### src/hdl/sor_pkg.sv
// package for the spiral order reader
// holds direction codes, request and register codes, and the control struct
// no dependencies
`default_nettype none

package sor_pkg;

    typedef enum logic [1:0] {
        DIR_RIGHT,
        DIR_DOWN,
        DIR_LEFT,
        DIR_UP
    } t_dir;

    localparam logic REQ_LOAD = 1'b0;
    localparam logic REQ_READ = 1'b1;

    localparam int  PADDR_W      = 3;
    localparam int  PDATA_W      = 32;
    localparam int  CFG_W        = 5;
    localparam logic REG_NUM_ROWS = 1'b0;
    localparam logic REG_NUM_COLS = 1'b1;

    localparam int RST_NUM_ROWS = 4;
    localparam int RST_NUM_COLS = 6;

    localparam int VALUE_W = 32;
    localparam int POS_W   = 4;

    typedef struct packed {
        logic clear;
        logic load;
        logic step;
    } t_addr_cmd;

endpackage

`default_nettype wire

### src/hdl/sor_cfg.sv
// configuration registers of the spiral order reader, apb-style write and read
// clamps the matrix size to the store and maps a zero size to one; depends on sor_pkg
`default_nettype none

module sor_cfg
    import sor_pkg::*;
#(
    parameter int MAX_ROWS = 16,
    parameter int MAX_COLS = 16,
    localparam int RW = $clog2(MAX_ROWS + 1),
    localparam int CW = $clog2(MAX_COLS + 1)
) (
    input  wire logic               i_clk,
    input  wire logic               i_rst_n,
    input  wire logic               psel,
    input  wire logic               penable,
    input  wire logic               pwrite,
    input  wire logic [PADDR_W-1:0] paddr,
    input  wire logic [PDATA_W-1:0] pwdata,
    output logic      [PDATA_W-1:0] prdata,
    output logic                    pready,
    output logic      [RW-1:0]      o_eff_rows,
    output logic      [CW-1:0]      o_eff_cols,
    output logic                    o_clear
);

    logic [CFG_W-1:0] r_num_rows, n_num_rows;
    logic [CFG_W-1:0] r_num_cols, n_num_cols;
    logic             w_wr;

    assign pready = 1'b1;
    assign w_wr   = psel && penable && pwrite;
    assign o_clear = w_wr;

    always_comb begin
        n_num_rows = r_num_rows;
        n_num_cols = r_num_cols;
        if (w_wr) begin
            case (paddr[2])
                REG_NUM_ROWS: n_num_rows = pwdata[CFG_W-1:0];
                REG_NUM_COLS: n_num_cols = pwdata[CFG_W-1:0];
                default:      n_num_cols = r_num_cols;
            endcase
        end
    end

    always_ff @(posedge i_clk) begin
        if (!i_rst_n) begin
            r_num_rows <= CFG_W'(RST_NUM_ROWS);
            r_num_cols <= CFG_W'(RST_NUM_COLS);
        end else begin
            r_num_rows <= n_num_rows;
            r_num_cols <= n_num_cols;
        end
    end

    always_comb begin
        case (paddr[2])
            REG_NUM_ROWS: prdata = PDATA_W'(r_num_rows);
            REG_NUM_COLS: prdata = PDATA_W'(r_num_cols);
            default:      prdata = '0;
        endcase
    end

    // sizes follow a write in its own cycle so the walk restart sees them
    always_comb begin
        if (n_num_rows == '0) begin
            o_eff_rows = RW'(1);
        end else if (int'(n_num_rows) > MAX_ROWS) begin
            o_eff_rows = RW'(MAX_ROWS);
        end else begin
            o_eff_rows = RW'(n_num_rows);
        end
        if (n_num_cols == '0) begin
            o_eff_cols = CW'(1);
        end else if (int'(n_num_cols) > MAX_COLS) begin
            o_eff_cols = CW'(MAX_COLS);
        end else begin
            o_eff_cols = CW'(n_num_cols);
        end
    end

endmodule

`default_nettype wire

### config.mk
export PLATFORM = sky130hd
export DESIGN_NAME = sor_cfg
export DESIGN_NICKNAME = d
export VERILOG_FILES = /design/src/hdl/sor_pkg.sv /design/src/hdl/sor_cfg.sv
export SDC_FILE = /design/constraint.sdc
export NUM_CORES = 1
export LEC_CHECK = 0
export ABC_AREA = 1
export BUFFER_PORTS_ARGS = -buffer_cell sky130_fd_sc_hd__buf_2
export CORE_UTILIZATION = 33
export DETAILED_ROUTE_END_ITERATION = 10
export HOLD_SLACK_MARGIN = 0.15
export PLACE_DENSITY = 0.78
export REMOVE_ABC_BUFFERS = 1
export SLEW_MARGIN = 10
export SYNTH_ARGS = -nofsm -noshare
export SYNTH_HDL_FRONTEND = slang
export SYNTH_SLANG_ARGS = --single-unit
### constraint.sdc
create_clock -name i_clk -period 1.2 [get_ports i_clk]
set_input_delay 0.24 -clock i_clk [delete_from_list [all_inputs] [get_ports i_clk]]
set_output_delay 0.24 -clock i_clk [all_outputs]
set_load 0.02 [all_outputs]
==> reports/metrics.cfg <==
[clock_tree]
cts-root-buf=clkbuf_4
cts_tree=yes
clk_latency_ps=270
clk_path_buf_depth=2
path_clk_slew_ps=70
postCtsHoldBufs=0
cts_inserted_buffers=3
clkSinkCount=10
htreeDepth=1

[timing]
drv_slew=0
finalSetupViolations=12
rsz0062_at_grt=true
setup_tns_ps=-3330
fin_crit_ps=1620
timing.final.ws_setup_ps=-419
hold_viol=0
clock.fmax_ghz=0.618
clock_skew_ps=0
period_share=1.35

[setup_path]
path_cells=nand2_1 -> nand2_1 -> nand2_1 -> nand2_2 -> nor2_4 -> nand2_2 -> a21oi_2 -> buf_6
reg2reg_to=r_num_rows[3]$_SDFF_PN0_
crit_buf_inv=1
max_stage_delay_ps=330
reg2reg_slack_ps=0
crit_cells=8
crit_path_end_kind=output pin
crit_arrival_ps=1380
critical_path_required_ps=960
worstPathMaxFanout=3
start_kind=flip-flop
crit_end=o_eff_rows[2]
reg2reg_depth=10
rr_startpoint=r_num_rows[3]$_SDFF_PN0_
critPathLaunch=r_num_rows[3]$_SDFF_PN0_
cp_slowest_cell=dfxtp_2
path_class=flip-flop to output pin
crit_family=simple AND/OR/NAND/NOR gates
crit_top_cell=nand2_1

[yosys]
synth-seq-cells=10
synth_edf_count=0
netlist_area_um2=917
seq_area_frac_synth=0.218
netlist_top_cells_area=buf_4, nand2_1, dfxtp_1
avgSynthCellArea_um2=5.96
yosysMostFrequentCell=nand2_1
async_reset_ff_frac=0
ys_types=15
synth_top_area_share=0.262
yosys-top-cells-count=nand2_1, buf_4, inv_1
yosysTopAreaCell=buf_4
yosys_warnings=0
postSynthCellCount=154
synth_flop_cell=dfxtp_1

[global_route]
grt_start_max_net_pins=13
grt_pass1_vias=772
grt_use_total=0.158
grt_antenna_before_repair=0
grt_pass1_wl_um=3340
overflow=0

[hold_path]
min_path_cells=2
hp-class=primary input to flip-flop

[die]
dieArea_mm2=0.00299
dieWidth_um=54.7
rows=18
die_y_um=54.7
start_util=0.360
core_mm2=0.00254
ioPinCount=84

[placement]
hpwlAfterDp_um=1560
gp_congestion=0.842
portBuffers=26

[routing]
vias=977
first_iter_violations=18
post_drt_wl_per_cell_um=11.1
routed_wl_um=2530
drc=0
viasPerCell=4.27
dr.pass1.iters=4
drt.antenna.violating_nets=0

[power_and_ir_drop]
vdd_drop_max_mv=0.562
p_leak_nw=0.750
power_density_mw_per_mm2=799
p_total_mw=1.14

[run_status]
status=finished, violations left
violations=setup timing

[finish]
drive_gt1_frac=0.492
antenna_cells=0
syn_to_final_growth_pct=55.1
layout.nets=240

[run]
maxCapViolCount=0

[metal layers]
| metal | track usage | routed length (um) |
|---|---|---|
| met5 | 0 | 0 |
| met4 | 0.0513 | 38 |
| met3 | 0.0333 | 118 |
| met2 | 0.269 | 1300 |
| met1 | 0.194 | 1070 |
[sequential cells by signal, indices dropped and copies added (netlist names)]
register	flops
r_num_rows	5
r_num_cols	5
[what timing repair did]
action,4_1_cts,5_1_grt
buffers inserted,4,5
endpoints found under the setup margin,12,12
gates resized for setup,50,36
pin swaps,11,12
[placed cells by master (no fill, tap or decap), types with 3 or more instances in the layout]
master    count
clkbuf_4      3
nand2_2      12
conb_1       28
buf_6        15
buf_2        11
nand2_1      48
a21oi_2       5
nand3_1       3
inv_1        10
inv_4         3
inv_2         3
nor2_2        3
nor2_1        6
nor2_4        5
buf_4        19
dfxtp_2       8
[metrics by stage]
stage	setup WS [ps]	std cells	util	hold WS [ps]	area [um^2]
2_1_floorplan	-583	146	-	309	752
3_3_place_gp	-414	216	0.408	451	1040
3_5_place_dp	-462	216	0.408	450	1040
4_1_cts	-373	224	0.499	159	1270
5_1_grt	-521	229	0.559	161	1420
6_report	-419	229	0.559	164	1420
[cell type report]
class | instances | area (um^2)
fill | 255 | 1120
tap | 30 | 37.5
inverter | 16 | 67.6
clock buffer | 4 | 36.3
sequential | 10 | 210
multi-input combinational | 120 | 634
timing repair buffer | 49 | 437
[logic make-up (layout without fill, tap and decap cells)]
| group | count (synthesis) | after routing | synth area share |
|---|---|---|---|
| other cells | 2 | 28 | 0.00819 |
| compound gates | 12 | 12 | 0.0791 |
| simple gates | 80 | 80 | 0.342 |
| flops | 10 | 10 | 0.218 |
| buf+inv | 50 | 69 | 0.352 |
[worst min-delay path by stage]
stage,startpoint,end,slack [ps]
2_1_floorplan,i_rst_n,r_num_cols[1]$_SDFF_PN1_,310
3_3_place_gp,i_rst_n,r_num_cols[1]$_SDFF_PN1_,450
3_5_place_dp,i_rst_n,r_num_rows[2]$_SDFF_PN1_,450
4_1_cts,i_rst_n,r_num_cols[1]$_SDFF_PN1_,160
5_1_grt,i_rst_n,r_num_cols[2]$_SDFF_PN1_,160
6_report,i_rst_n,r_num_cols[2]$_SDFF_PN1_,160
[where the power goes]
| part | switching, mW | internal (mW) | total, mW |
|---|---|---|---|
| sequential | 0.00967 | 0.345 | 0.355 |
| combinational | 0.289 | 0.176 | 0.465 |
| clock | 0.132 | 0.185 | 0.316 |
| total | 0.431 | 0.706 | 1.14 |
No activity file was read; power rests on OpenSTA's default activity.
