--- src/hdl/sor_pkg.sv ---
// package for the spiral order reader
// holds direction codes, request and register codes, and the control struct
// no dependencies
`default_nettype none

package sor_pkg;

    typedef enum logic [1:0] {
        DIR_RIGHT,
        DIR_DOWN,
        DIR_LEFT,
        DIR_UP
    } t_dir;

    localparam logic REQ_LOAD = 1'b0;
    localparam logic REQ_READ = 1'b1;

    localparam int  PADDR_W      = 3;
    localparam int  PDATA_W      = 32;
    localparam int  CFG_W        = 5;
    localparam logic REG_NUM_ROWS = 1'b0;
    localparam logic REG_NUM_COLS = 1'b1;

    localparam int RST_NUM_ROWS = 4;
    localparam int RST_NUM_COLS = 6;

    localparam int VALUE_W = 32;
    localparam int POS_W   = 4;

    typedef struct packed {
        logic clear;
        logic load;
        logic step;
    } t_addr_cmd;

endpackage

`default_nettype wire

--- src/hdl/sor_addr.sv ---
// address generator: raster load index and clockwise spiral walk with bounds
// depends on sor_pkg for direction codes and the command struct
`default_nettype none

module sor_addr
    import sor_pkg::*;
#(
    parameter int MAX_ROWS = 16,
    parameter int MAX_COLS = 16,
    localparam int RW  = $clog2(MAX_ROWS + 1),
    localparam int CW  = $clog2(MAX_COLS + 1),
    localparam int DEPTH = MAX_ROWS * MAX_COLS,
    localparam int AW  = (DEPTH > 1) ? $clog2(DEPTH) : 1,
    localparam int PW0 = ((RW > CW) ? RW : CW) + 1,
    localparam int PW  = (PW0 < 5) ? 5 : PW0
) (
    input  wire logic          i_clk,
    input  wire logic          i_rst_n,
    input  wire logic [RW-1:0] i_eff_rows,
    input  wire logic [CW-1:0] i_eff_cols,
    input  wire t_addr_cmd     i_cmd,
    output logic      [AW-1:0] o_waddr,
    output logic      [AW-1:0] o_raddr,
    output logic [POS_W-1:0]   o_row,
    output logic [POS_W-1:0]   o_col,
    output logic               o_last
);

    localparam int LW = RW + CW;
    localparam int RST_ROWS = (RST_NUM_ROWS > MAX_ROWS) ? MAX_ROWS : RST_NUM_ROWS;
    localparam int RST_COLS = (RST_NUM_COLS > MAX_COLS) ? MAX_COLS : RST_NUM_COLS;
    localparam logic signed [PW-1:0] ONE = PW'(1);

    logic signed [PW-1:0] r_row, r_col, r_rb, r_bb, r_tb, r_lb;
    logic signed [PW-1:0] n_row, n_col, n_rb, n_bb, n_tb, n_lb;
    t_dir                 r_dir, n_dir;
    logic [LW-1:0]        r_lidx, n_lidx;
    logic                 w_done;
    logic signed [PW-1:0] w_rows_s, w_cols_s;
    logic [LW-1:0]        w_cells;
    logic [LW-1:0]        w_lidx_inc;
    logic [LW:0]          w_raddr;

    assign w_rows_s   = signed'(PW'(i_eff_rows));
    assign w_cols_s   = signed'(PW'(i_eff_cols));
    assign w_cells    = LW'(i_eff_rows) * LW'(i_eff_cols);
    assign w_lidx_inc = r_lidx + LW'(1);
    assign w_raddr    = (LW + 1)'(r_row[RW-1:0]) * (LW + 1)'(i_eff_cols)
                      + (LW + 1)'(r_col[CW-1:0]);

    assign o_raddr = w_raddr[AW-1:0];
    assign o_waddr = r_lidx[AW-1:0];
    assign o_row   = r_row[POS_W-1:0];
    assign o_col   = r_col[POS_W-1:0];
    assign o_last  = w_done;

    always_ff @(posedge i_clk) begin
        if (!i_rst_n) begin
            r_row  <= '0;
            r_col  <= '0;
            r_dir  <= DIR_RIGHT;
            r_rb   <= PW'(RST_COLS);
            r_bb   <= PW'(RST_ROWS);
            r_tb   <= '0;
            r_lb   <= -ONE;
            r_lidx <= '0;
        end else begin
            r_row  <= n_row;
            r_col  <= n_col;
            r_dir  <= n_dir;
            r_rb   <= n_rb;
            r_bb   <= n_bb;
            r_tb   <= n_tb;
            r_lb   <= n_lb;
            r_lidx <= n_lidx;
        end
    end

    always_comb begin
        n_row  = r_row;
        n_col  = r_col;
        n_dir  = r_dir;
        n_rb   = r_rb;
        n_bb   = r_bb;
        n_tb   = r_tb;
        n_lb   = r_lb;
        n_lidx = r_lidx;
        w_done = 1'b0;

        case (r_dir)
            DIR_RIGHT: begin
                if (r_col + ONE < r_rb) begin
                    n_col = r_col + ONE;
                end else begin
                    n_rb   = r_rb - ONE;
                    n_dir  = DIR_DOWN;
                    n_row  = r_row + ONE;
                    w_done = (r_row + ONE == r_bb);
                end
            end
            DIR_DOWN: begin
                if (r_row + ONE < r_bb) begin
                    n_row = r_row + ONE;
                end else begin
                    n_bb   = r_bb - ONE;
                    n_dir  = DIR_LEFT;
                    n_col  = r_col - ONE;
                    w_done = (r_col - ONE == r_lb);
                end
            end
            DIR_LEFT: begin
                if (r_col - ONE > r_lb) begin
                    n_col = r_col - ONE;
                end else begin
                    n_lb   = r_lb + ONE;
                    n_dir  = DIR_UP;
                    n_row  = r_row - ONE;
                    w_done = (r_row - ONE == r_tb);
                end
            end
            default: begin
                if (r_row - ONE > r_tb) begin
                    n_row = r_row - ONE;
                end else begin
                    n_tb   = r_tb + ONE;
                    n_dir  = DIR_RIGHT;
                    n_col  = r_col + ONE;
                    w_done = (r_col + ONE == r_rb);
                end
            end
        endcase

        if (!i_cmd.step) begin
            n_row = r_row;
            n_col = r_col;
            n_dir = r_dir;
            n_rb  = r_rb;
            n_bb  = r_bb;
            n_tb  = r_tb;
            n_lb  = r_lb;
        end

        // restart on a size write, on every load, and after the final element
        if (i_cmd.clear || i_cmd.load || (i_cmd.step && w_done)) begin
            n_row = '0;
            n_col = '0;
            n_dir = DIR_RIGHT;
            n_rb  = w_cols_s;
            n_bb  = w_rows_s;
            n_tb  = '0;
            n_lb  = -ONE;
        end

        if (i_cmd.clear) begin
            n_lidx = '0;
        end else if (i_cmd.load) begin
            n_lidx = (w_lidx_inc >= w_cells) ? '0 : w_lidx_inc;
        end
    end

endmodule

`default_nettype wire
--- config.mk ---
export PLATFORM = sky130hd
export DESIGN_NAME = sor_addr
export DESIGN_NICKNAME = d
export VERILOG_FILES = /design/src/hdl/sor_pkg.sv /design/src/hdl/sor_addr.sv
export SDC_FILE = /design/constraint.sdc
export NUM_CORES = 1
export LEC_CHECK = 0
export BUFFER_PORTS_ARGS = -buffer_cell sky130_fd_sc_hd__buf_4
export CORE_MARGIN = 2
export CORE_UTILIZATION = 30
export DETAILED_ROUTE_END_ITERATION = 16
export HOLD_SLACK_MARGIN = 0.15
export REMOVE_ABC_BUFFERS = 1
export SKIP_LAST_GASP = 1
export SLEW_MARGIN = 40
export SYNTH_ARGS = -nofsm -noshare
export SYNTH_HDL_FRONTEND = slang
export SYNTH_SLANG_ARGS = --single-unit
--- constraint.sdc ---
create_clock -name i_clk -period 5.4 [get_ports i_clk]
set_input_delay 0.27 -clock i_clk [delete_from_list [all_inputs] [get_ports i_clk]]
set_output_delay 0.27 -clock i_clk [all_outputs]
set_load 0.01 [all_outputs]
==> metrics.yaml <==
pwr:
  p_leak_nw: 2.746
  powerDensity_nw_per_um2: 155.5
  ir_drop_mv: 0.08826
synth:
  syn-instance-count: 649
  yosys_warnings: 0
  ys.flop_type: "dfxtp_1"
  synthAdderAreaFrac_pct: 26.19
  synth-seq-area-share_pct: 17.77
  synthMuxAreaShare_pct: 1.527
  ys_async_sr_fraction_pct: 0
  synth-xor-area-share_pct: 9.880
  synthSimpleGateAreaFrac_pct: 20.29
  synth_edf_count: 0
  synth_top_family_by_area: "adder cells"
  ys_ff_latch: 48
  synth_compound_area_share_pct: 15.20
  synth.avg_cell_area_sq_um: 8.332
  synth_area_sq_um: 5408
  yosysUniqueCellTypes: 66
placed_design:
  io_buffers: 39
  place_area_sq_um: 5793
  dp_cells: 882
  gp_congestion: 0.8203
  pre_cts_slack_ps: 447.0
  hpwl_um: 9550
worst_setup_path:
  required_ps: 5630
  r2r_cells: 12
  startpoint_type: "input port"
  endpoint_kind: "flip-flop"
  critPathKind: "in -> reg"
  cp.arrival_ps: 4880
  critPathMaxFanout: 10
die:
  die_w_um: 138.3
  start_util_pct: 30.31
  io_pins: 40
  coreArea_sq_um: 17840
  std_cell_rows: 49
  die_area_sq_um: 19120
  fp.dieH_um: 138.3
clock_tree:
  cts_tree: "built"
  cts_max_level: 2
  clockBufferDepth: 2
  clk_pin_slew_ps: 60
  cts_resized: 0
  insertion_delay_ps: 290
  cts_root_buf: "clkbuf_16"
  cts_setup_buffers: 0
  cts_hold_buf: 0
  cts_made_buffers: 5
  cts_sinks: 48
cells_and_area:
  final_nets: 775
  nFillCells: 1867
  final_common_cell: "ha_1"
  diodes: 0
  area_delta_synth_final_pct: 9.857
  layout_common_cells: "78 x ha_1, 76 x inv_1, 58 x nand2_1, 48 x dfxtp_1, 44 x xnor2_1"
  stdcell_count: 889
  drive_above_1_share_pct: 10.30
  finalInstanceArea_sq_um: 5941
global_routing:
  grt_usage_pct: 12.54
  grt_overflow: 0
  grt_pass1_wl_um: 20090
  grt_max_degree: 22
  grt_pass1_vias: 4060
  antenna_found_initial: 0
route:
  drt_iter0_drc: 149
  vias: 4278
  drtAntennaViolNets: 0
  drt-total-wl_um: 11810
  drc: 0
  wire_per_inst_um: 13.29
  viasPerCell: 4.812
  drt-pass1-iter-count: 4
timing:
  slew_viol_final: 0
  fin_crit_ps: 4648
  grt_setup_unrepaired: "false"
  setup_viol: 0
  hold_viol_final: 0
  hold_slack_ps: 263.4
  max_freq_mhz: 215.1
  fin_setup_tns_ps: 0
  slew_headroom_pct: 50.20
  worst_slew_pin_slew_ps: 743.5
  finalClockSkew_ps: 8.877
  fin_ws_ps: 752.0
  final.period_utilization_pct: 86.07
flow_run:
  maxCapViolations: 0
worst_hold_path:
  min_path_cells: 2
  hp-class: "in -> reg"
run_status:
  status: "finished, final reports clean"
## cell usage after synthesis, types with 16 or more instances
cell	instances	area share, %
inv_1	76	5.3
nand2_1	58	4.0
a21oi_1	30	2.8
dfxtp_1	48	18
xnor2_1	44	7.1
nand3_1	21	1.9
nor2_1	33	2.3
ha_1	78	18
buf_4	16	2.2
fa_1	22	8.1
xor2_1	17	2.8
clkbuf_1	17	1.2
o21ai_0	17	1.6
and2_1	33	3.8
## per-layer routing
metal | vias up | track usage, % | wire (um)
li1 | 2203 | - | -
met1 | 2018 | 17.55 | 5848
met2 | 52 | 21.16 | 5597
met3 | 5 | 1.143 | 267
met4 | 0 | 2.578 | 98
met5 | - | 0 | 0
## per-stage QoR
stage,total power (W),util (%)
3_3_place_gp,0.0006102,32.47
5_1_grt,0.0009840,33.30
2_1_floorplan,0.0005458,-
3_5_place_dp,0.0006116,32.47
6_report,0.0009237,33.30
4_1_cts,0.0009428,33.30
## sequential cells by signal, indices dropped and copies added, names as in the netlist
register / cells
r_lidx: 10
r_row: 6
r_rb: 6
r_lb: 6
r_dir: 2
r_bb: 6
r_tb: 6
r_col: 6
## layout make-up
| cell class | count | area [sq um] | area share [%] |
|---|---|---|---|
| inverters | 76 | 285.3 | 4.802 |
| repair buffers | 41 | 307.8 | 5.181 |
| well taps | 229 | 286.5 | 4.823 |
| flip-flops and latches | 48 | 960.9 | 16.18 |
| clock buffers | 6 | 138.9 | 2.338 |
| multi-input cells | 488 | 3953 | 66.53 |
| clock inverters | 1 | 8.758 | 0.1474 |
## kinds of logic (layout without fill, tap and decap cells)
group,count (synthesis),after routing
flops,48,48
mux,8,8
buf+inv,113,124
simple gates,210,210
compound gates,109,109
fa+ha+maj,100,100
xor+xnor,61,61
## worst max-delay path: stages
cell and delay, ps:
buf_4 140, nand2_1 90, fa_1 520, fa_1 520, fa_1 540, inv_1 40
ha_1 320, a21oi_1 210, o21bai_1 80, a21oi_1 230, o21ai_0 140, xor2_1 160
ha_1 290, a211oi_1 350, nand3b_1 110, a21oi_1 290, o21bai_1 230, o21ai_0 200
a22o_1 140
## final timing paths
kind / startpoint / to / slack, ps
hold reg to reg: r_lidx[9]$_SDFFE_PP0P_ / r_lidx[9]$_SDFFE_PP0P_ / 490
setup / recovery: i_eff_cols[4] / r_lidx[4]$_SDFFE_PP0P_ / 750
hold / removal: i_rst_n / r_rb[2]$_SDFFE_PN1P_ / 260
setup reg to reg: r_row[0]$_SDFFE_PP0P_ / r_col[2]$_SDFFE_PP0P_ / 1590
## power by group
group / switching (W) / total, W / internal [W]
Sequential: 0.00000808 / 0.000369 / 0.000361
Clock: 0.000140 / 0.000323 / 0.000183
Combinational: 0.000131 / 0.000232 / 0.000101
Note: power is estimated with default switching activity, not from simulation.
